`src/sv/grid_maze_path_search_defines.svh`:
```
// Assertion macros shared by the maze search RTL.
`ifndef GRID_MAZE_PATH_SEARCH_DEFINES_SVH
`define GRID_MAZE_PATH_SEARCH_DEFINES_SVH

// Check that a condition holds on every clock edge outside reset.
`define GMPS_ASSERT_ALWAYS(lbl, expr, msg) \
  lbl: assert property (@(posedge clk) disable iff (rst) (expr)) else $error(msg);

// Check that a condition on one edge is followed by another on the next edge.
`define GMPS_ASSERT_NEXT(lbl, ante, cons, msg) \
  lbl: assert property (@(posedge clk) disable iff (rst) (ante) |=> (cons)) else $error(msg);

`endif

```
`src/sv/gmps_pkg.sv`:
```
// Shared types and codes for the maze path search block.
package gmps_pkg;

  // Cell codes
  localparam logic [1:0] KIND_OPEN  = 2'd0;
  localparam logic [1:0] KIND_WALL  = 2'd1;
  localparam logic [1:0] KIND_START = 2'd2;
  localparam logic [1:0] KIND_GOAL  = 2'd3;

  // Neighbor directions, in search order; DIR_DONE means all tried
  localparam int unsigned DIR_W = 3;
  localparam logic [DIR_W-1:0] DIR_UP    = 3'd0;
  localparam logic [DIR_W-1:0] DIR_DOWN  = 3'd1;
  localparam logic [DIR_W-1:0] DIR_RIGHT = 3'd2;
  localparam logic [DIR_W-1:0] DIR_LEFT  = 3'd3;
  localparam logic [DIR_W-1:0] DIR_DONE  = 3'd4;

  // Configuration register indexes
  localparam int unsigned CFG_IDX_W  = 1;
  localparam int unsigned CFG_DATA_W = 4;
  localparam logic [CFG_IDX_W-1:0] CFG_ROWS = 1'b0;
  localparam logic [CFG_IDX_W-1:0] CFG_COLS = 1'b1;

  // Stream field widths
  localparam int unsigned KIND_W    = 2;
  localparam int unsigned OUT_POS_W = 3;
  localparam int unsigned TDATA_W   = 8;

  typedef enum logic [3:0] {
    ST_CLR,    // clear the path marks, one per cycle
    ST_LOAD,   // take cells
    ST_DIV,    // split start position into row and column
    ST_STEP,   // try next direction of the top cell, or backtrack
    ST_CHK,    // judge the neighbor read from the grid
    ST_POP,    // restore the cell below the top
    ST_ORD,    // fetch the next path cell
    ST_OWR,    // hand a path cell to the output register
    ST_NF      // hand over the not-found result
  } state_t;

endpackage

```
`src/sv/grid_maze_path_search.sv`:
```
// Top level of the depth-first maze path search block.
//
// Usage: cells stream in on the s_ side, one transaction per cell in
// row-major order; s_tdata[1:0] is the cell code (open, wall, start, goal)
// and s_tlast marks the final cell. Cells load at one per cycle. The
// transaction carrying s_tlast starts the search and drops s_tready until
// the last result has been placed in the output register and the path
// marks have been cleared, one mark per cycle.
// Search: the start position is split into row and column by repeated
// subtraction, then each direction tried takes a neighbor address, a grid
// and mark memory read and a check, and each backtrack a stack memory read.
// Results leave on the m_ side: the start cell, each path cell, then the
// goal with m_tlast set; m_tuser is the found flag. A failed search gives
// one result with m_tuser low. A stalled receiver holds the output register
// and pauses the sequencer. Reset empties the search state, sets both
// dimensions to 8 and runs the mark clearing pass before s_tready rises;
// the grid memory is not cleared. Configuration writes (cfg_index 0 rows,
// 1 columns) are always accepted and belong between grids.
`include "grid_maze_path_search_defines.svh"

module grid_maze_path_search #(
  parameter int unsigned MAX_ROWS = 8,
  parameter int unsigned MAX_COLS = 8
) (
  input  logic                            clk,
  input  logic                            rst,
  // Cell stream
  input  logic                            s_tvalid,
  output logic                            s_tready,
  input  logic [gmps_pkg::TDATA_W-1:0]    s_tdata,   // [1:0] cell_kind
  input  logic                            s_tlast,   // last_cell
  // Result stream
  output logic                            m_tvalid,
  input  logic                            m_tready,
  output logic [gmps_pkg::TDATA_W-1:0]    m_tdata,   // [2:0] cell_row, [5:3] cell_col
  output logic                            m_tuser,   // found
  output logic                            m_tlast,   // path_end
  // Configuration writes
  input  logic                            cfg_valid,
  output logic                            cfg_ready,
  input  logic [gmps_pkg::CFG_IDX_W-1:0]  cfg_index,
  input  logic [gmps_pkg::CFG_DATA_W-1:0] cfg_data
);

  localparam int unsigned CELLS = MAX_ROWS * MAX_COLS;
  localparam int unsigned RW    = $clog2(MAX_ROWS);
  localparam int unsigned CW    = $clog2(MAX_COLS);
  localparam int unsigned RCW   = $clog2(MAX_ROWS+1);
  localparam int unsigned CCW   = $clog2(MAX_COLS+1);
  localparam int unsigned PW    = $clog2(CELLS);
  localparam int unsigned DW    = $clog2(CELLS+1);
  localparam int unsigned SW    = RW + CW + gmps_pkg::DIR_W;
  localparam int unsigned OW    = gmps_pkg::OUT_POS_W;

  // Configuration registers
  logic [gmps_pkg::CFG_DATA_W-1:0] rows_cfg, cols_cfg;
  logic [RCW-1:0]                  rows_use;
  logic [CCW-1:0]                  cols_use;

  // Sequencer state
  gmps_pkg::state_t           state, state_next;
  logic [DW-1:0]              load_pos, load_pos_next;
  logic [PW-1:0]              start_pos, start_pos_next;
  logic                       start_seen, start_seen_next;
  logic [PW-1:0]              clr_idx, clr_idx_next;
  logic [PW-1:0]              div_rem, div_rem_next;
  logic [RCW-1:0]             div_row, div_row_next;
  logic [RW-1:0]              top_row, top_row_next;
  logic [CW-1:0]              top_col, top_col_next;
  logic [gmps_pkg::DIR_W-1:0] top_dir, top_dir_next;
  logic [DW-1:0]              depth, depth_next;
  logic                       nb_ok, nb_ok_next;
  logic [RW-1:0]              nb_row, nb_row_next;
  logic [CW-1:0]              nb_col, nb_col_next;
  logic [PW-1:0]              nb_pos, nb_pos_next;
  logic [RW-1:0]              goal_row, goal_row_next;
  logic [CW-1:0]              goal_col, goal_col_next;
  logic [DW-1:0]              out_idx, out_idx_next;

  // Output register
  logic           out_valid;
  logic           out_found, out_end;
  logic [OW-1:0]  out_row, out_col;
  logic           out_free, out_load;
  logic           load_found, load_end;
  logic [RW-1:0]  load_row;
  logic [CW-1:0]  load_col;

  // Memories and neighbor unit
  logic                       grid_we, grid_re;
  logic [PW-1:0]              grid_waddr;
  logic [gmps_pkg::KIND_W-1:0] grid_rd;
  logic                       mark_we, mark_wdata, mark_rd;
  logic [PW-1:0]              mark_waddr;
  logic                       stk_we, stk_re;
  logic [PW-1:0]              stk_waddr, stk_raddr;
  logic [SW-1:0]              stk_wdata, stk_rd;
  logic                       nbr_ok;
  logic [RW-1:0]              nbr_row;
  logic [CW-1:0]              nbr_col;
  logic [PW-1:0]              nbr_pos;

  logic [gmps_pkg::KIND_W-1:0] in_kind;
  logic                        in_fire;
  logic [DW-1:0]               depth_m1;

  assign in_kind  = s_tdata[gmps_pkg::KIND_W-1:0];
  assign in_fire  = s_tvalid && s_tready;
  assign depth_m1 = depth - DW'(1);
  assign out_free = !out_valid || m_tready;

  // Register writes
  assign cfg_ready = 1'b1;

  always_ff @(posedge clk) begin
    if (rst) begin
      rows_cfg <= gmps_pkg::CFG_DATA_W'(8);
      cols_cfg <= gmps_pkg::CFG_DATA_W'(8);
    end else if (cfg_valid) begin
      unique case (cfg_index)
        gmps_pkg::CFG_ROWS: rows_cfg <= cfg_data;
        gmps_pkg::CFG_COLS: cols_cfg <= cfg_data;
        default:            rows_cfg <= rows_cfg;
      endcase
    end
  end

  // Clamp dimensions: zero acts as one, above the maximum acts as the maximum
  always_comb begin
    if (rows_cfg == '0) begin
      rows_use = RCW'(1);
    end else if (rows_cfg > MAX_ROWS) begin
      rows_use = RCW'(MAX_ROWS);
    end else begin
      rows_use = RCW'(rows_cfg);
    end
    if (cols_cfg == '0) begin
      cols_use = CCW'(1);
    end else if (cols_cfg > MAX_COLS) begin
      cols_use = CCW'(MAX_COLS);
    end else begin
      cols_use = CCW'(cols_cfg);
    end
  end

  gmps_ram #(
    .WIDTH (gmps_pkg::KIND_W),
    .DEPTH (CELLS)
  ) u_grid_ram (
    .clk   (clk),
    .we    (grid_we),
    .waddr (grid_waddr),
    .wdata (in_kind),
    .re    (grid_re),
    .raddr (nbr_pos),
    .rdata (grid_rd)
  );

  // Path marks: read beside the grid memory, cleared by a pass after each run
  gmps_ram #(
    .WIDTH (1),
    .DEPTH (CELLS)
  ) u_mark_ram (
    .clk   (clk),
    .we    (mark_we),
    .waddr (mark_waddr),
    .wdata (mark_wdata),
    .re    (grid_re),
    .raddr (nbr_pos),
    .rdata (mark_rd)
  );

  // Stack holds every cell below the top: row, column, next direction
  gmps_ram #(
    .WIDTH (SW),
    .DEPTH (CELLS)
  ) u_stack_ram (
    .clk   (clk),
    .we    (stk_we),
    .waddr (stk_waddr),
    .wdata (stk_wdata),
    .re    (stk_re),
    .raddr (stk_raddr),
    .rdata (stk_rd)
  );

  gmps_nbr #(
    .MAX_ROWS (MAX_ROWS),
    .MAX_COLS (MAX_COLS)
  ) u_nbr (
    .row       (top_row),
    .col       (top_col),
    .dir       (top_dir),
    .rows_use  (rows_use),
    .cols_use  (cols_use),
    .in_bounds (nbr_ok),
    .nrow      (nbr_row),
    .ncol      (nbr_col),
    .npos      (nbr_pos)
  );

  always_ff @(posedge clk) begin
    if (rst) begin
      state      <= gmps_pkg::ST_CLR;
      load_pos   <= '0;
      start_pos  <= '0;
      start_seen <= 1'b0;
      depth      <= '0;
      clr_idx    <= '0;
    end else begin
      state      <= state_next;
      load_pos   <= load_pos_next;
      start_pos  <= start_pos_next;
      start_seen <= start_seen_next;
      depth      <= depth_next;
      clr_idx    <= clr_idx_next;
    end
  end

  always_ff @(posedge clk) begin
    div_rem  <= div_rem_next;
    div_row  <= div_row_next;
    top_row  <= top_row_next;
    top_col  <= top_col_next;
    top_dir  <= top_dir_next;
    nb_ok    <= nb_ok_next;
    nb_row   <= nb_row_next;
    nb_col   <= nb_col_next;
    nb_pos   <= nb_pos_next;
    goal_row <= goal_row_next;
    goal_col <= goal_col_next;
    out_idx  <= out_idx_next;
  end

  always_comb begin
    state_next      = state;
    load_pos_next   = load_pos;
    start_pos_next  = start_pos;
    start_seen_next = start_seen;
    clr_idx_next    = clr_idx;
    div_rem_next    = div_rem;
    div_row_next    = div_row;
    top_row_next    = top_row;
    top_col_next    = top_col;
    top_dir_next    = top_dir;
    depth_next      = depth;
    nb_ok_next      = nb_ok;
    nb_row_next     = nb_row;
    nb_col_next     = nb_col;
    nb_pos_next     = nb_pos;
    goal_row_next   = goal_row;
    goal_col_next   = goal_col;
    out_idx_next    = out_idx;
    s_tready        = 1'b0;
    grid_we         = 1'b0;
    grid_waddr      = load_pos[PW-1:0];
    grid_re         = 1'b0;
    mark_we         = 1'b0;
    mark_waddr      = nb_pos;
    mark_wdata      = 1'b1;
    stk_we          = 1'b0;
    stk_waddr       = depth_m1[PW-1:0];
    stk_wdata       = {top_row, top_col, top_dir};
    stk_re          = 1'b0;
    stk_raddr       = out_idx[PW-1:0];
    out_load        = 1'b0;
    load_found      = 1'b1;
    load_end        = 1'b0;
    load_row        = top_row;
    load_col        = top_col;

    unique case (state)
      gmps_pkg::ST_CLR: begin
        // Drop one path mark per cycle over the whole store
        mark_we      = 1'b1;
        mark_waddr   = clr_idx;
        mark_wdata   = 1'b0;
        clr_idx_next = clr_idx + PW'(1);
        if (clr_idx == PW'(CELLS - 1)) begin
          clr_idx_next = '0;
          state_next   = gmps_pkg::ST_LOAD;
        end
      end

      gmps_pkg::ST_LOAD: begin
        s_tready = 1'b1;
        if (in_fire) begin
          // Cells beyond the grid capacity are dropped
          if (load_pos < CELLS) begin
            grid_we       = 1'b1;
            load_pos_next = load_pos + DW'(1);
            if (in_kind == gmps_pkg::KIND_START) begin
              start_pos_next  = load_pos[PW-1:0];
              start_seen_next = 1'b1;
            end
          end
          if (s_tlast) begin
            div_rem_next = start_pos_next;
            div_row_next = '0;
            state_next   = gmps_pkg::ST_DIV;
          end
        end
      end

      gmps_pkg::ST_DIV: begin
        // Subtract one row per cycle; running out of rows means no start
        if (!start_seen || div_row == rows_use) begin
          state_next = gmps_pkg::ST_NF;
        end else if (div_rem >= PW'(cols_use)) begin
          div_rem_next = div_rem - PW'(cols_use);
          div_row_next = div_row + RCW'(1);
        end else begin
          top_row_next = RW'(div_row);
          top_col_next = CW'(div_rem);
          top_dir_next = gmps_pkg::DIR_UP;
          depth_next   = DW'(1);
          mark_we      = 1'b1;
          mark_waddr   = start_pos;
          state_next   = gmps_pkg::ST_STEP;
        end
      end

      gmps_pkg::ST_STEP: begin
        if (top_dir >= gmps_pkg::DIR_DONE) begin
          // Backtrack; marks stay set for the rest of the run
          depth_next = depth_m1;
          if (depth == DW'(1)) begin
            state_next = gmps_pkg::ST_NF;
          end else begin
            stk_re     = 1'b1;
            stk_raddr  = PW'(depth - DW'(2));
            state_next = gmps_pkg::ST_POP;
          end
        end else begin
          grid_re      = 1'b1;
          nb_ok_next   = nbr_ok;
          nb_row_next  = nbr_row;
          nb_col_next  = nbr_col;
          nb_pos_next  = nbr_pos;
          top_dir_next = top_dir + gmps_pkg::DIR_W'(1);
          state_next   = gmps_pkg::ST_CHK;
        end
      end

      gmps_pkg::ST_CHK: begin
        state_next = gmps_pkg::ST_STEP;
        if (nb_ok) begin
          if (grid_rd == gmps_pkg::KIND_GOAL) begin
            goal_row_next = nb_row;
            goal_col_next = nb_col;
            out_idx_next  = '0;
            state_next    = gmps_pkg::ST_ORD;
          end else if (grid_rd != gmps_pkg::KIND_WALL && !mark_rd &&
                       depth < CELLS) begin
            // Push: park the current top in the stack memory
            stk_we       = 1'b1;
            mark_we      = 1'b1;
            top_row_next = nb_row;
            top_col_next = nb_col;
            top_dir_next = gmps_pkg::DIR_UP;
            depth_next   = depth + DW'(1);
          end
        end
      end

      gmps_pkg::ST_POP: begin
        top_row_next = stk_rd[SW-1 -: RW];
        top_col_next = stk_rd[gmps_pkg::DIR_W +: CW];
        top_dir_next = stk_rd[gmps_pkg::DIR_W-1:0];
        state_next   = gmps_pkg::ST_STEP;
      end

      gmps_pkg::ST_ORD: begin
        if (out_idx < depth_m1) begin
          stk_re = 1'b1;
        end
        state_next = gmps_pkg::ST_OWR;
      end

      gmps_pkg::ST_OWR: begin
        if (out_idx < depth_m1) begin
          load_row = stk_rd[SW-1 -: RW];
          load_col = stk_rd[gmps_pkg::DIR_W +: CW];
        end else if (out_idx != depth_m1) begin
          load_row = goal_row;
          load_col = goal_col;
          load_end = 1'b1;
        end
        if (out_free) begin
          out_load     = 1'b1;
          out_idx_next = out_idx + DW'(1);
          if (load_end) begin
            depth_next      = '0;
            load_pos_next   = '0;
            start_seen_next = 1'b0;
            state_next      = gmps_pkg::ST_CLR;
          end else begin
            state_next = gmps_pkg::ST_ORD;
          end
        end
      end

      gmps_pkg::ST_NF: begin
        load_found = 1'b0;
        load_end   = 1'b1;
        load_row   = '0;
        load_col   = '0;
        if (out_free) begin
          out_load        = 1'b1;
          depth_next      = '0;
          load_pos_next   = '0;
          start_seen_next = 1'b0;
          state_next      = gmps_pkg::ST_CLR;
        end
      end

      default: begin
        state_next = gmps_pkg::ST_CLR;
      end
    endcase
  end

  // Output register: hold while the receiver stalls
  always_ff @(posedge clk) begin
    if (rst) begin
      out_valid <= 1'b0;
    end else if (out_load) begin
      out_valid <= 1'b1;
    end else if (m_tready) begin
      out_valid <= 1'b0;
    end
  end

  always_ff @(posedge clk) begin
    if (out_load) begin
      out_found <= load_found;
      out_end   <= load_end;
      out_row   <= OW'((RW+OW)'(load_row));
      out_col   <= OW'((CW+OW)'(load_col));
    end
  end

  assign m_tvalid = out_valid;
  assign m_tdata  = gmps_pkg::TDATA_W'({out_col, out_row});
  assign m_tuser  = out_found;
  assign m_tlast  = out_end;

  // Stack never holds more cells than the grid has
  `GMPS_ASSERT_ALWAYS(a_depth_bound, depth <= CELLS, "stack depth beyond grid size")

  // While cells load, no search is in flight
  `GMPS_ASSERT_ALWAYS(a_idle_empty, state != gmps_pkg::ST_LOAD || depth == '0,
                      "stack not empty while loading")

  // A not-found result is the whole run and starts the mark clearing pass
  `GMPS_ASSERT_NEXT(a_nf_result, state == gmps_pkg::ST_NF && out_free,
                    state == gmps_pkg::ST_CLR && m_tvalid && !m_tuser && m_tlast,
                    "not-found result mishandled")

  // A push marks the new top cell
  `GMPS_ASSERT_ALWAYS(a_push_marks, !stk_we || (mark_we && mark_wdata && mark_waddr == nb_pos),
                      "pushed cell not marked")

endmodule

```
`src/sv/gmps_ram.sv`:
```
// Generic single-write, single-read RAM with registered read data.
module gmps_ram #(
  parameter int unsigned WIDTH = 8,
  parameter int unsigned DEPTH = 64
) (
  input  logic                     clk,
  input  logic                     we,
  input  logic [$clog2(DEPTH)-1:0] waddr,
  input  logic [WIDTH-1:0]         wdata,
  input  logic                     re,
  input  logic [$clog2(DEPTH)-1:0] raddr,
  output logic [WIDTH-1:0]         rdata
);

  logic [WIDTH-1:0] mem [DEPTH];

  always_ff @(posedge clk) begin
    if (we) begin
      mem[waddr] <= wdata;
    end
    if (re) begin
      rdata <= mem[raddr];
    end
  end

endmodule

```
`src/sv/gmps_nbr.sv`:
```
// Neighbor unit: next row/column, bounds check and linear grid address.
module gmps_nbr #(
  parameter int unsigned MAX_ROWS = 8,
  parameter int unsigned MAX_COLS = 8
) (
  input  logic [$clog2(MAX_ROWS)-1:0]          row,
  input  logic [$clog2(MAX_COLS)-1:0]          col,
  input  logic [gmps_pkg::DIR_W-1:0]           dir,
  input  logic [$clog2(MAX_ROWS+1)-1:0]        rows_use,
  input  logic [$clog2(MAX_COLS+1)-1:0]        cols_use,
  output logic                                 in_bounds,
  output logic [$clog2(MAX_ROWS)-1:0]          nrow,
  output logic [$clog2(MAX_COLS)-1:0]          ncol,
  output logic [$clog2(MAX_ROWS*MAX_COLS)-1:0] npos
);

  localparam int unsigned RW  = $clog2(MAX_ROWS);
  localparam int unsigned CW  = $clog2(MAX_COLS);
  localparam int unsigned RCW = $clog2(MAX_ROWS+1);
  localparam int unsigned CCW = $clog2(MAX_COLS+1);
  localparam int unsigned PW  = $clog2(MAX_ROWS*MAX_COLS);

  logic [RCW:0] row_inc;
  logic [CCW:0] col_inc;

  assign row_inc = (RCW+1)'(row) + (RCW+1)'(1);
  assign col_inc = (CCW+1)'(col) + (CCW+1)'(1);

  always_comb begin
    in_bounds = 1'b0;
    nrow      = row;
    ncol      = col;
    unique case (dir)
      gmps_pkg::DIR_UP: begin
        in_bounds = (row != '0);
        nrow      = row - RW'(1);
      end
      gmps_pkg::DIR_DOWN: begin
        in_bounds = (row_inc < (RCW+1)'(rows_use));
        nrow      = RW'(row_inc);
      end
      gmps_pkg::DIR_RIGHT: begin
        in_bounds = (col_inc < (CCW+1)'(cols_use));
        ncol      = CW'(col_inc);
      end
      gmps_pkg::DIR_LEFT: begin
        in_bounds = (col != '0);
        ncol      = col - CW'(1);
      end
      default: begin
        in_bounds = 1'b0;
      end
    endcase
  end

  // Row times columns in use, plus column; stays below the cell count in bounds
  assign npos = PW'(PW'(nrow) * PW'(cols_use)) + PW'(ncol);

endmodule

```
`config.mk`:
```
export PLATFORM = sky130hd
export DESIGN_NAME = grid_maze_path_search
export DESIGN_NICKNAME = d
export VERILOG_FILES = /design/src/sv/gmps_pkg.sv /design/src/sv/grid_maze_path_search.sv /design/src/sv/gmps_ram.sv /design/src/sv/gmps_nbr.sv
export VERILOG_INCLUDE_DIRS = /design/src /design/src/sv
export SDC_FILE = /design/constraint.sdc
export NUM_CORES = 1
export LEC_CHECK = 0
export ABC_CLOCK_PERIOD_IN_PS = 5750
export BUFFER_PORTS_ARGS = -buffer_cell sky130_fd_sc_hd__buf_2
export CAP_MARGIN = 20
export CORE_ASPECT_RATIO = 1.5
export CORE_MARGIN = 2
export CORE_UTILIZATION = 30
export CTS_BUF_LIST = sky130_fd_sc_hd__clkbuf_4 sky130_fd_sc_hd__clkbuf_8
export DETAILED_ROUTE_END_ITERATION = 7
export SYNTH_ARGS = -nofsm -noshare
export SYNTH_HDL_FRONTEND = slang
export SYNTH_HIERARCHICAL = 1
export SYNTH_SLANG_ARGS = --single-unit
```
`constraint.sdc`:
```
create_clock -name clk -period 5.75 [get_ports clk]
set_input_delay 1.4375 -clock clk [delete_from_list [all_inputs] [get_ports clk]]
set_output_delay 1.4375 -clock clk [all_outputs]
set_load 0.005 [all_outputs]
```
After elaboration in Yosys (flattened, before gate mapping)
Memory sizes are Yosys's and may differ from the RTL's. A register that Yosys moved wholly into a read port is not among the register bits.
Index checks and enable logic that the tools add are counted.
{"block": "word_totals", "register_bits": 93, "mem_bits_rw": 768, "output_inout_bits": 13, "wordCells": 246, "mem_count": 3, "input_bits": 19}
{"memory": "u_stack_ram.mem", "words": 64, "width": 9, "rd": 1, "rd_ports_with_merged_regs": 1, "wr": 1, "line": "gmps_ram.sv:15", "rtl": "logic [WIDTH-1:0] mem [DEPTH];"}
{"memory": "u_grid_ram.mem", "words": 64, "width": 2, "rd": 1, "rd_ports_with_merged_regs": 1, "wr": 1, "line": "gmps_ram.sv:15"}
{"memory": "u_mark_ram.mem", "words": 64, "width": 1, "rd": 1, "rd_ports_with_merged_regs": 1, "wr": 1, "line": "gmps_ram.sv:15"}
{"block": "op_classes", "n_mux": 121, "eq_ne": 36, "n_reduce_logical": 35, "order_cmp": 9, "n_bitwise": 2, "mul": 1, "add_sub_neg": 14}
{"op": "$mux 7", "n": 14}
{"op": "$mux 6", "n": 12}
{"op": "$mux 3", "n": 23}
{"op": "$mux 4", "n": 17}
{"op": "$mux 1", "n": 36}
{"op": "$pmux 4 s9", "n": 1}
{"op": "$pmux 7 s5", "n": 1}
{"op": "$ne 2x2->1 const B", "n": 17}
{"op": "$pmux 3 s2", "n": 4}
{"op": "$pmux 6 s2", "n": 2}
{"op": "$add 7x1->7 const B", "n": 3}
{"op": "$pmux 7 s3", "n": 1}
{"op": "$pmux 3 s3", "n": 2}
{"op": "$reduce_and 6->1", "n": 3}
{"op": "$eq 4x3->1 const B", "n": 4}
{"op": "$lt 7x7->1 const B", "n": 2}
{"op": "$pmux 7 s2", "n": 1}
{"op": "$reduce_and 7->1", "n": 2}
{"op": "$logic_not 4->1", "n": 3}
{"op": "$pmux 3 s4", "n": 1}
{"op": "$reduce_bool 3->1", "n": 4}
{"op": "$lt 5x4->1", "n": 2}
{"op": "$reduce_and 10->1", "n": 1}
{"op": "$add 3x1->4 const B", "n": 2}
{"op": "other kinds (42)", "n": 60}

Longest topological paths before layout
Gate-level depths: netlist of the first run.
{"block": "logic_depth", "depth_word": 9, "mapped_depth": 20, "ltp_nobuf": 19}

By module
The synthesis of the first run kept the hierarchy.
{"module": "gmps_ram (u_stack_ram)", "seq_area_each_um2": 17566.8, "area_per_inst_um2": 22684.3, "cells_each": 1020, "instances": 1}
{"module": "gmps_ram (u_grid_ram)", "seq_area_each_um2": 3903.7, "area_per_inst_um2": 5509.0, "cells_each": 315, "instances": 1}
{"module": "grid_maze_path_search", "seq_area_each_um2": 2392.3, "area_per_inst_um2": 5307.6, "cells_each": 560, "instances": 1}
{"module": "gmps_ram (u_mark_ram)", "seq_area_each_um2": 1951.9, "area_per_inst_um2": 2924.1, "cells_each": 204, "instances": 1}
{"module": "gmps_nbr", "seq_area_each_um2": 0.0, "area_per_inst_um2": 795.8, "cells_each": 99, "instances": 1}

Worst setup path before layout of the first run
Ideal clock, no wire load.
{"block": "synth_timing", "kind": "reg2reg", "from": "register top_row[0]", "to": "register u_mark_ram.rdata (read register of u_mark_ram.mem) (data pin)", "arrival_ns": 5.257, "period_less_slack_ns": 5.514, "n_path_buf": 2, "stages_incl_launch_ff": 18, "setup_ns": 0.257, "t_required_ns": 5.493, "path_slack_ns": 0.236, "path_cell_list": "edfxtp_1 -> inv_1 -> ha_1 -> xnor2_1 -> nand2_1 -> o21a_1 -> inv_1 -> nand2_1 -> fa_1 -> inv_1 -> fa_1 -> fa_1 -> clkbuf_1 -> clkbuf_1 -> mux4_2 -> a21boi_0 -> nand4_1 -> a32o_1"}
{"block": "synth_between", "elab_chain_cells": 4, "word_cells_on_any_way": 5, "classes_between": "add/sub: 3; mul: 1; mux: 1"}
{"element": "from (decl)", "line": "grid_maze_path_search.sv:68", "rtl": "logic [RW-1:0] top_row, top_row_next;"}
{"element": "from (signal assigned)", "line": "grid_maze_path_search.sv:223", "rtl": "top_row <= top_row_next;"}
{"element": "$add 3x1->4 / $sub 3x1->3 (equally long branches)", "line": "gmps_nbr.sv:26, gmps_nbr.sv:36"}
{"element": "$pmux 3 s2 *", "line": "gmps_nbr.sv:33", "rtl": "unique case (dir)"}
{"element": "named net nbr_row[1]", "line": "grid_maze_path_search.sv:99", "rtl": "logic [RW-1:0] nbr_row;"}
{"element": "$mul 3x4->6 *", "line": "gmps_nbr.sv:57", "rtl": "assign npos = PW'(PW'(nrow) * PW'(cols_use)) + PW'(ncol);"}
{"element": "$add 6x3->6 *", "line": "gmps_nbr.sv:57"}
{"element": "named net nbr_pos[2]", "line": "grid_maze_path_search.sv:101", "rtl": "logic [PW-1:0] nbr_pos;"}
{"element": "to (decl)", "line": "gmps_ram.sv:12", "rtl": "output logic [WIDTH-1:0] rdata"}
The timed path passes the listed nets; every way through them passes the cells marked *.
A chain may end at the register's enable or synchronous reset.

Worst setup path after layout of the first run
{"block": "layout_timing", "from": "register top_row[1]", "to": "register u_grid_ram.rdata[0] (read register of u_grid_ram.mem) (data pin)"}
{"block": "layout_between", "elab_chain_cells": 4, "word_cells_on_any_way": 5, "classes_between": "add/sub: 3; mul: 1; mux: 1"}
{"element": "$add 3x1->4 / $sub 3x1->3 (equally long branches)", "line": "gmps_nbr.sv:26, gmps_nbr.sv:36"}
{"element": "$pmux 3 s2 *", "line": "gmps_nbr.sv:33"}
{"element": "named net nbr_row[2]", "line": "grid_maze_path_search.sv:99"}
{"element": "$mul 3x4->6 *", "line": "gmps_nbr.sv:57"}
{"element": "$add 6x3->6 *", "line": "gmps_nbr.sv:57"}
{"element": "named net nbr_pos[5]", "line": "grid_maze_path_search.sv:101"}
{"element": "to (decl)", "line": "gmps_ram.sv:12"}
Marks and branches as above.

==> results of run 1 <==
power breakdown:
| group | total [W] | internal (W) | switching (W) | leakage [nW] |
|---|---|---|---|---|
| Combinational | 0.00357 | 0.00123 | 0.00234 | 4.49 |
| Clock | 0.00510 | 0.00268 | 0.00242 | 1.36 |
| Sequential | 0.00751 | 0.00737 | 0.000138 | 7.81 |
registers in the layout, summed over array words and instances (netlist names), 7 cells and up:
signal,count
u_stack_ram/mem,576
u_grid_ram/mem,128
u_mark_ram/mem,64
u_stack_ram/rdata,9
depth,7
load_pos,7
out_idx,7
worst max-delay path, stage by stage, from the launching register on:
cell      delay [ps]
edfxtp_1         430
buf_4            250
ha_1             210
mux2i_1          100
nor3_2           290
xnor2_2          180
nand2_1          110
fa_1             560
inv_1             50
fa_1             500
fa_1             480
a21o_1           200
a21oi_1          190
xnor2_1          110
xnor2_1          640
inv_1            200
o21ai_1          140
a21oi_1           90
a311o_1          270
worst paths after layout:
| kind | start | endpoint | slack (ps) | depth (start not counted) |
|---|---|---|---|---|
| worst max register to register | top_row[1]$_DFFE_PP_ | u_grid_ram/rdata[0]$_DFFE_PP_ | 510 | 18 |
| worst max-delay path | top_row[1]$_DFFE_PP_ | u_grid_ram/rdata[0]$_DFFE_PP_ | 510 | 18 |
| worst min register to register | cols_cfg[0]$_SDFFE_PP0P_ | cols_cfg[0]$_SDFFE_PP0P_ | 480 | 2 |
| worst min-delay path | cols_cfg[0]$_SDFFE_PP0P_ | cols_cfg[0]$_SDFFE_PP0P_ | 480 | 2 |
layer usage:
layer	track usage, %	up-vias
met3	2.76	151
met5	0	-
li1	-	8909
met1	14.6	10500
met2	26.1	614
met4	5.15	2
through the flow:
stage                     instance area, µm²  hold WS (ps)  total power [W]
after global routing                   41800           486           0.0169
after global placement                 39200           454           0.0111
after CTS                              41800           478           0.0163
after detailed placement               39200           471           0.0112
after floorplan                        37200           426           0.0102
final                                  41800           476           0.0162
synthesized netlist by cell type, types with 25 or more instances:
| master | n |
|---|---|
| a21oi_1 | 53 |
| a22oi_1 | 25 |
| clkbuf_1 | 71 |
| dfxtp_1 | 40 |
| edfxtp_1 | 833 |
| ha_1 | 45 |
| inv_1 | 41 |
| mux2i_1 | 47 |
| mux4_1 | 32 |
| mux4_2 | 169 |
| nand2_1 | 92 |
| nand3_1 | 45 |
| nor2_1 | 273 |
| nor2b_1 | 33 |
| o21ai_0 | 32 |
| xnor2_1 | 27 |
final cells by class:
type	count	area (µm²)
Multi-Input combinational cell	1163	10600
Timing Repair Buffer	78	613
Tap cell	1600	2000
Clock inverter	66	489
Antenna cell	1	2.50
Fill cell	11800	81500
Inverter	42	158
Clock buffer	171	2130
Sequential cell	873	25800
kinds of logic (layout without fill, tap and decap cells):
group / count (synthesis) / count (layout)
buffers and inverters: 163 / 357
adder cells (fa/ha/maj): 50 / 50
multiplexers: 252 / 252
AO/OA/AOI/OAI: 235 / 235
flip-flops: 873 / 873
AND/OR/NAND/NOR: 579 / 579
XOR/XNOR: 44 / 44
other: 2 / 4
==> impl_metrics.csv, run 1 <==
group,metric,value,unit
status,status,"completed",
synthesis,async_flop_share,0,%
synthesis,synth-compound-area-share,4.38,%
drt,ant_nets,0,
clocking,post_cts_buffers,0,
sta,max_freq,191,MHz
synthesis,synth.mux.area_fraction,13.9,%
placed_design,place_ws,527,ps
setup_path,critPathMaxFanout,17,
drt,wl_met1,31400,µm
synthesis,synthTopCellsByArea,"edfxtp_1 67%, mux4_2 10%, nor2_1 2.8%, mux4_1 2.3%, dfxtp_1 2.2%",
placed_design,dp.cells,3754,
placed_design,numPortBuffers,22,
synthesis,synthDistinctLibCells,82,
placed_design,place_congestion,0.828,
clocking,hold_buffers,0,
floorplan,ioPinCount,32,
finish,final_nets,2359,
synthesis,synth_top_area_share,67.2,%
synthesis,synth.largest_area_cell,"edfxtp_1",
setup_path,cp.arrival,5790,ps
sta,setup_ws,514,ps
synthesis,yosys_warnings,6,
synthesis,synth_fa_ha_area_share,1.78,%
global_routing,first_global_vias,21200,
sta,fin_crit_sh,91.1,%
placed_design,dp_hpwl,57400,µm
drt,wl,87400,µm
synthesis,netlist_area,37200,µm²
sta,worst_pin_slew,1140,ps
setup_path,crit_required,6300,ps
floorplan,core-area,123000,µm²
sta,fin_setup_tns,0,ps
synthesis,synth-seq-cells,873,
global_routing,grt_overflow_total,0,
synthesis,synthCells,2198,
drt,num_vias,20200,
drt,routed_via_density,5.05,
setup_path,cp-start-kind,"flop",
clocking,clock_sinks,873,
clocking,cts_tree,"yes",
synthesis,synth-main-ff-cell,"edfxtp_1",
finish,synthToLayoutAreaGrowth,12.4,%
sta,slew_violations,0,
sta,clock_skew,43.8,ps
power,ir_drop,0.000245,V
clocking,clk_pin_slew,60,ps
synthesis,syn_avg_cell_area,16.9,µm²
sta,rsz0062_at_grt,"false",
floorplan,dieArea,127000,µm²
drt,avgRoutedWirePerCell,21.9,µm
synthesis,ys_seq_area_share,69.4,%
global_routing,grt_use_total,13.7,%
floorplan,rows,158,
finish,final_util,33.9,%
setup_path,end_kind,"flop",
synthesis,synth_xor_area_share,1.06,%
drt,wl_met2,48800,µm
min_path,hp-class,"flop to flop",
drt,dr.pass1.iters,8,
clocking,root_buffer,"clkbuf_8",
clocking,clock_path_buffers,3,
setup_path,worstSetupPathType,"flop to flop",
finish,drive_gt1_share,20.1,%
clocking,htreeDepth,4,
power,power_per_cell_area,387,nW/µm²
finish,final_common_cell,"edfxtp_1",
finish,final_cell_mix,"833 x edfxtp_1, 273 x nor2_1, 169 x mux4_2",
synthesis,synth-simple-area-share,7.29,%
global_routing,antenna_found_initial,4,
sta,min_period,5240,ps
sta,timing_hold_violations_final,0,
floorplan,fp.dieW,292,µm
floorplan,die_h,435,µm
synthesis,synth_edf_count,833,
sta,slew_headroom,23.8,%
floorplan,start_util,30.2,%
clocking,clkLatencyLatePin,810,ps
drt,drt_drc_violations_left,0,
synthesis,synth_top_family_by_area,"multiplexers",
drt,drt_iter0_drc,1420,
drt,wl_met3,4580,µm
sta,setup_viol,0,
global_routing,grt_max_degree,75,
clocking,cts_buffers,132,
global_routing,grt_pass1_wl,131000,µm
finish,instances_no_fill,3994,
drt,routed.top_layer,"met5",
clocking,cts_resized,0,
flow_run,maxCapViolCount,0,
power,p_leak,13.7,nW
No activity file was read; power rests on OpenSTA's default activity.
==> inputs of run 2 (changes only) <==
==> constraint.sdc (replaced) <==
create_clock -name clk -period 5.75 [get_ports clk]
set_input_delay 1.15 -clock clk [delete_from_list [all_inputs] [get_ports clk]]
set_output_delay 1.15 -clock clk [all_outputs]
set_load 0.005 [all_outputs]
==> run 2 against run 1 <==
  * Wire length down 1.4%
  * Power down 1.6%
  * Core utilization shrank 0.061 points
  * Flip-flop and latch count did not move
  * Non-clock buffer count grew 12
  * Sequential power about the same
  * Worst hold slack got worse by 13 ps
  * Clock-buffer cell count down 13
  * Register-to-register slack hardly changed
  * Critical path type unchanged
  * Critical endpoint is now u_mark_ram/rdata$_DFFE_PP_
  * Largest power group unchanged
  * Highest routed layer unchanged
==> impl_metrics.csv, run 2 (same netlist as run 1, synthesis figures left out) <==
group,metric,value,unit
drt,ant_nets,0,
setup_path,cp-start-kind,"flop",
placed_design,place_congestion,0.827,
setup_path,critPathMaxFanout,17,
sta,setup_viol,0,
status,status,"completed",
min_path,whs_endpoint,"cols_cfg[0]$_SDFFE_PP0P_",
clocking,clock_path_buffers,3,
power,p_leak,13.7,nW
global_routing,antenna_found_initial,6,
global_routing,grt_pass1_wl,130000,µm
global_routing,grt_use_total,13.5,%
setup_path,end_kind,"flop",
finish,top_regs,"u_stack_ram/mem x576, u_grid_ram/mem x128, u_mark_ram/mem x64",
setup_path,rrSetupSlack,510,ps
sta,fin_crit_sh,91.1,%
clocking,root_buffer,"clkbuf_8",
setup_path,crit_required,6310,ps
global_routing,first_global_vias,21200,
sta,min_period,5240,ps
placed_design,dp_hpwl,57100,µm
flow_run,maxCapViolCount,0,
drt,avgRoutedWirePerCell,21.5,µm
finish,final_area,41800,µm²
setup_path,cp.arrival,5790,ps
clocking,cts_resized,0,
finish,synthToLayoutAreaGrowth,12.2,%
setup_path,worstSetupPathType,"flop to flop",
sta,max_freq,191,MHz
global_routing,grt_max_degree,70,
floorplan,fp.dieW,292,µm
power,power_per_cell_area,381,nW/µm²
clocking,clock_sinks,873,
finish,drive_gt1_share,20.2,%
clocking,cts_tree,"yes",
finish,final_nets,2370,
clocking,hold_buffers,0,
global_routing,grt_overflow_total,0,
setup_path,rr_worst_depth,14,
min_path,hold_depth,2,
clocking,cts_buffers,131,
finish,final_common_cell,"edfxtp_1",
drt,drt_drc_violations_left,0,
sta,rsz0062_at_grt,"false",
floorplan,rows,158,
power,ir_drop,0.000254,V
floorplan,core-area,123000,µm²
drt,drt_iter0_drc,1682,
power,p_total,0.0159,W
finish,largest_register_ffs,576,
min_path,hp-start,"cols_cfg[0]$_SDFFE_PP0P_",
finish,largest_register,"u_stack_ram/mem",
sta,timing_hold_violations_final,0,
finish,final_util,33.9,%
setup_path,r2r_start,"top_row[1]$_DFFE_PP_",
clocking,clkLatencyLatePin,840,ps
floorplan,ioPinCount,32,
drt,num_vias,20000,
floorplan,start_util,30.2,%
floorplan,dieArea,127000,µm²
sta,slew_headroom,23.0,%
sta,worst_pin_slew,1140,ps
finish,instances_no_fill,4006,
clocking,post_cts_buffers,0,
clocking,htreeDepth,4,
floorplan,die_h,435,µm
placed_design,dp.cells,3765,
sta,fin_setup_tns,0,ps
placed_design,numPortBuffers,22,
drt,dr.pass1.iters,5,
sta,clock_skew,44.6,ps
min_path,hp-class,"flop to flop",
placed_design,place_area,39300,µm²
clocking,clk_pin_slew,60,ps
setup_path,r2r_end,"u_mark_ram/rdata$_DFFE_PP_",
finish,final_cell_mix,"833 x edfxtp_1, 273 x nor2_1, 169 x mux4_2",
drt,routed_via_density,5.00,
sta,slew_violations,0,
drt,wl,86200,µm
-- run 2: cell types whose count changed in the layout (fill, tap and decap cells not counted), sizes merged --
cell and delta:
clkbuf -12, bufinv -4, buf +11, clkinv +18
clkinvlp -1
-- run 2: critical path, cell delays in order (launching register included) --
cell      delay, ps
edfxtp_1        410
buf_4           240
ha_1            220
mux2i_1          90
nor3_2          270
xnor2_2         190
nand2_1         120
fa_1            560
inv_1            50
fa_1            510
fa_1            950
mux4_2          390
mux4_2          480
or2_0           230
a32o_1          230
-- run 2: worst max-delay path by stage --
stage                         start                       endpoint  slack, ps  cells past startpoint
2_1_floorplan  top_row[0]$_DFFE_PP_     u_mark_ram/rdata$_DFFE_PP_        240                     17
3_3_place_gp   top_row[1]$_DFFE_PP_  u_grid_ram/rdata[0]$_DFFE_PP_        560                     18
5_1_grt        top_row[1]$_DFFE_PP_     u_mark_ram/rdata$_DFFE_PP_        230                     16
6_report       top_row[1]$_DFFE_PP_     u_mark_ram/rdata$_DFFE_PP_        510                     14
3_5_place_dp   top_row[1]$_DFFE_PP_     u_mark_ram/rdata$_DFFE_PP_        540                     14
4_1_cts        top_row[1]$_DFFE_PP_     u_mark_ram/rdata$_DFFE_PP_        470                     14
-- run 2: final cells by class --
cell class	instances	area, µm²
diodes	1	2.50
clock buffers	158	2020
clock inverters	79	448
fillers	11800	81600
inverters	42	158
multi-input cells	1163	10600
flip-flops and latches	873	25800
well taps	1600	2000
repair buffers	90	689
-- run 2: metrics by stage --
step | setup WS [ps] | hold WS (ps)
after detailed placement | 545 | 458
after floorplan | 236 | 426
after CTS | 469 | 466
final | 514 | 463
after global placement | 560 | 456
after global routing | 230 | 482
-- run 2: power breakdown --
part / leakage (nW) / total (W) / internal, W / switching [W]
Sequential: 7.81 / 0.00749 / 0.00737 / 0.000120
Clock: 1.30 / 0.00483 / 0.00240 / 0.00242
Combinational: 4.54 / 0.00360 / 0.00124 / 0.00236
-- run 2: routing by layer --
layer / track usage (%) / wire length (µm) / up-vias
met1: 14.5 / 31300 / 10300
met5: 0 / 30 / -
li1: - / - / 8930
met2: 25.5 / 47700 / 571
met4: 5.46 / 2850 / 4
met3: 2.88 / 4370 / 178
==> inputs of run 3 (changes only) <==
ABC_CLOCK_PERIOD_IN_PS = 4420   (was 5750)
MAX_ROUTING_LAYER = met4   (was unset)
clock period = 4.42 ns   (was 5.75 ns; I/O delays follow)
==> run 3 against run 2 <==
  * The flow now finishes with violations (negative setup slack)
  * First-iteration DRC count decreased by 11%
  * Die area unchanged
  * Maximum frequency increased by 16%
  * Design area increased by 3.0%
  * Via count increased by 2.4%
  * Sequential share of layout area decreased by 1.8 points
  * Register-to-register slack got worse by 610 ps
  * Core utilization increased by 1.0 points
  * Flip-flop and latch count unchanged
  * Critical path depth increased by 1
  * Critical path type unchanged
  * Largest cell class unchanged
==> impl_metrics.csv, run 3 (same netlist as run 1, synthesis figures left out) <==
group,metric,value,unit
finish,final_cell_mix,"833 x edfxtp_1, 272 x nor2_1, 173 x buf_4",
finish,final_common_cell,"edfxtp_1",
power,ir_drop,0.000350,V
drt,avgRoutedWirePerCell,21.3,µm
placed_design,dp_hpwl,59400,µm
power,p_leak,14.4,nW
floorplan,fp.dieW,292,µm
sta,rsz0062_at_grt,"true",
clocking,clkLatencyLatePin,840,ps
finish,drive_gt1_share,25.1,%
sta,setup_viol,2,
status,status,"complete, but fails checks",
clocking,clock_path_buffers,3,
floorplan,dieArea,127000,µm²
finish,final_area,43000,µm²
setup_path,worstSetupPathType,"flop to flop",
sta,min_period,4520,ps
global_routing,grt_pass1_wl,132000,µm
floorplan,core-area,123000,µm²
setup_path,end_kind,"flop",
sta,slew_headroom,10.8,%
setup_path,slowest_stage,"fa_2",
clocking,hold_buffers,0,
finish,instances_no_fill,4130,
status,violations,"negative setup slack",
setup_path,cp_cell_sequence,"inv_2 > ha_1 > mux2i_1 > nor3_2 > xnor2_2 > nand2_1 > fa_1 > inv_1 > fa_1 > fa_2 > buf_12 > mux4_2 > mux4_2 > or2_1 > a32o_2",
clocking,root_buffer,"clkbuf_8",
placed_design,dp.cells,3875,
sta,slew_violations,0,
global_routing,grt_use_met3,2.63,%
setup_path,crit_required,4980,ps
finish,synthToLayoutAreaGrowth,15.6,%
sta,timing_hold_violations_final,0,
floorplan,rows,158,
global_routing,grt_use_total,14.2,%
finish,fill_cells,11700,
placed_design,numPortBuffers,22,
floorplan,start_util,30.2,%
sta,worst_pin_slew,1300,ps
global_routing,met1_usage,14.9,%
global_routing,grt_max_degree,70,
drt,ant_nets,0,
global_routing,grt.met2_usage,26.1,%
floorplan,die_h,435,µm
clocking,cts_buffers,133,
power,power_per_cell_area,498,nW/µm²
finish,largest_register,"u_stack_ram/mem",
setup_path,cp-start-kind,"flop",
global_routing,first_global_vias,21500,
finish,final_nets,2492,
sta,setup_ws,-95.2,ps
setup_path,critPathMaxFanout,5,
flow_run,maxCapViolCount,0,
global_routing,top_usage_layer,"met2",
global_routing,grt_overflow_total,0,
placed_design,place_area,40200,µm²
drt,num_vias,20500,
min_path,hp-class,"input pin to flop",
drt,dr.pass1.iters,5,
finish,largest_register_ffs,576,
sta,max_freq,221,MHz
sta,clock_skew,45.1,ps
clocking,clock_sinks,873,
clocking,htreeDepth,4,
global_routing,antenna_found_initial,6,
setup_path,crit_path_max_incr_delay,600,ps
clocking,clk_pin_slew,60,ps
drt,drt_iter0_drc,1494,
floorplan,ioPinCount,32,
drt,drt_drc_violations_left,0,
sta,fin_crit_sh,102,%
clocking,cts_tree,"yes",
drt,wl,88200,µm
sta,whs,350,ps
finish,top_regs,"u_stack_ram/mem x576, u_grid_ram/mem x128, u_mark_ram/mem x64",
drt,routed_via_density,4.97,
placed_design,place_congestion,0.881,
setup_path,cp.arrival,5080,ps
==> run 3: final timing paths <==
path	end	slack, ps	startpoint	cells after the start
max	u_mark_ram/rdata$_DFFE_PP_	-100	top_row[1]$_DFFE_PP_	15
min	rows_cfg[3]$_SDFFE_PP1P_	350	cfg_data[3]	3
max reg2reg	u_mark_ram/rdata$_DFFE_PP_	-100	top_row[1]$_DFFE_PP_	15
min reg2reg	goal_col[0]$_DFFE_PP_	470	nb_col[0]$_DFFE_PP_	0
==> run 3: power by group <==
part / total (W) / switching [W] / internal (W)
Combinational: 0.00507 / 0.00319 / 0.00188
Sequential: 0.00974 / 0.000151 / 0.00959
Clock: 0.00661 / 0.00313 / 0.00348
Total: 0.0214 / 0.00647 / 0.0150
==> run 3: critical path: cells and delay by family, from the launching register on <==
kind            cells  cell delay, ps
fa+ha+maj           4            1760
mux                 3             840
simple gates        3             560
flops               1             430
buf+inv             3             290
compound gates      1             230
xor+xnor            1             150
==> run 3: repair_timing <==
item	4_1_cts	5_1_grt
setup buffers	5	8
endpoints found under the setup margin	3	27
resized for setup	7	14
pin swaps	8	5
==> run 3: stage by stage <==
stage          worst slack [ps]  TNS (ps)  total power (W)  utilization [%]
3_5_place_dp               -244      -432           0.0149             32.6
3_3_place_gp               -171      -348           0.0147             32.6
5_1_grt                    -213      -410           0.0224             34.9
2_1_floorplan              -857     -2170           0.0132                -
6_report                  -95.2      -150           0.0214             34.9
4_1_cts                    -177      -265           0.0216             34.8
==> run 3: layout make-up <==
cell class                 instances  area, µm²  share of cell area (%)
timing repair buffer             210       1680                    3.89
multi-input combinational       1163      10700                    25.0
tap                             1600       2000                    4.65
inverter                          42        158                   0.366
sequential                       873      25800                    60.0
antenna                            4       10.0                  0.0233
clock buffer                     175       2180                    5.06
clock inverter                    63        445                    1.04
==> run 3: per-layer routing <==
metal | wire length (µm) | part of all wire [%] | up-vias
li1 | - | - | 9170
met4 | 3220 | 3.7 | 0
met2 | 48800 | 55 | 602
met3 | 4110 | 4.7 | 179
met1 | 32100 | 36 | 10600
met5 | 0 | 0 | -
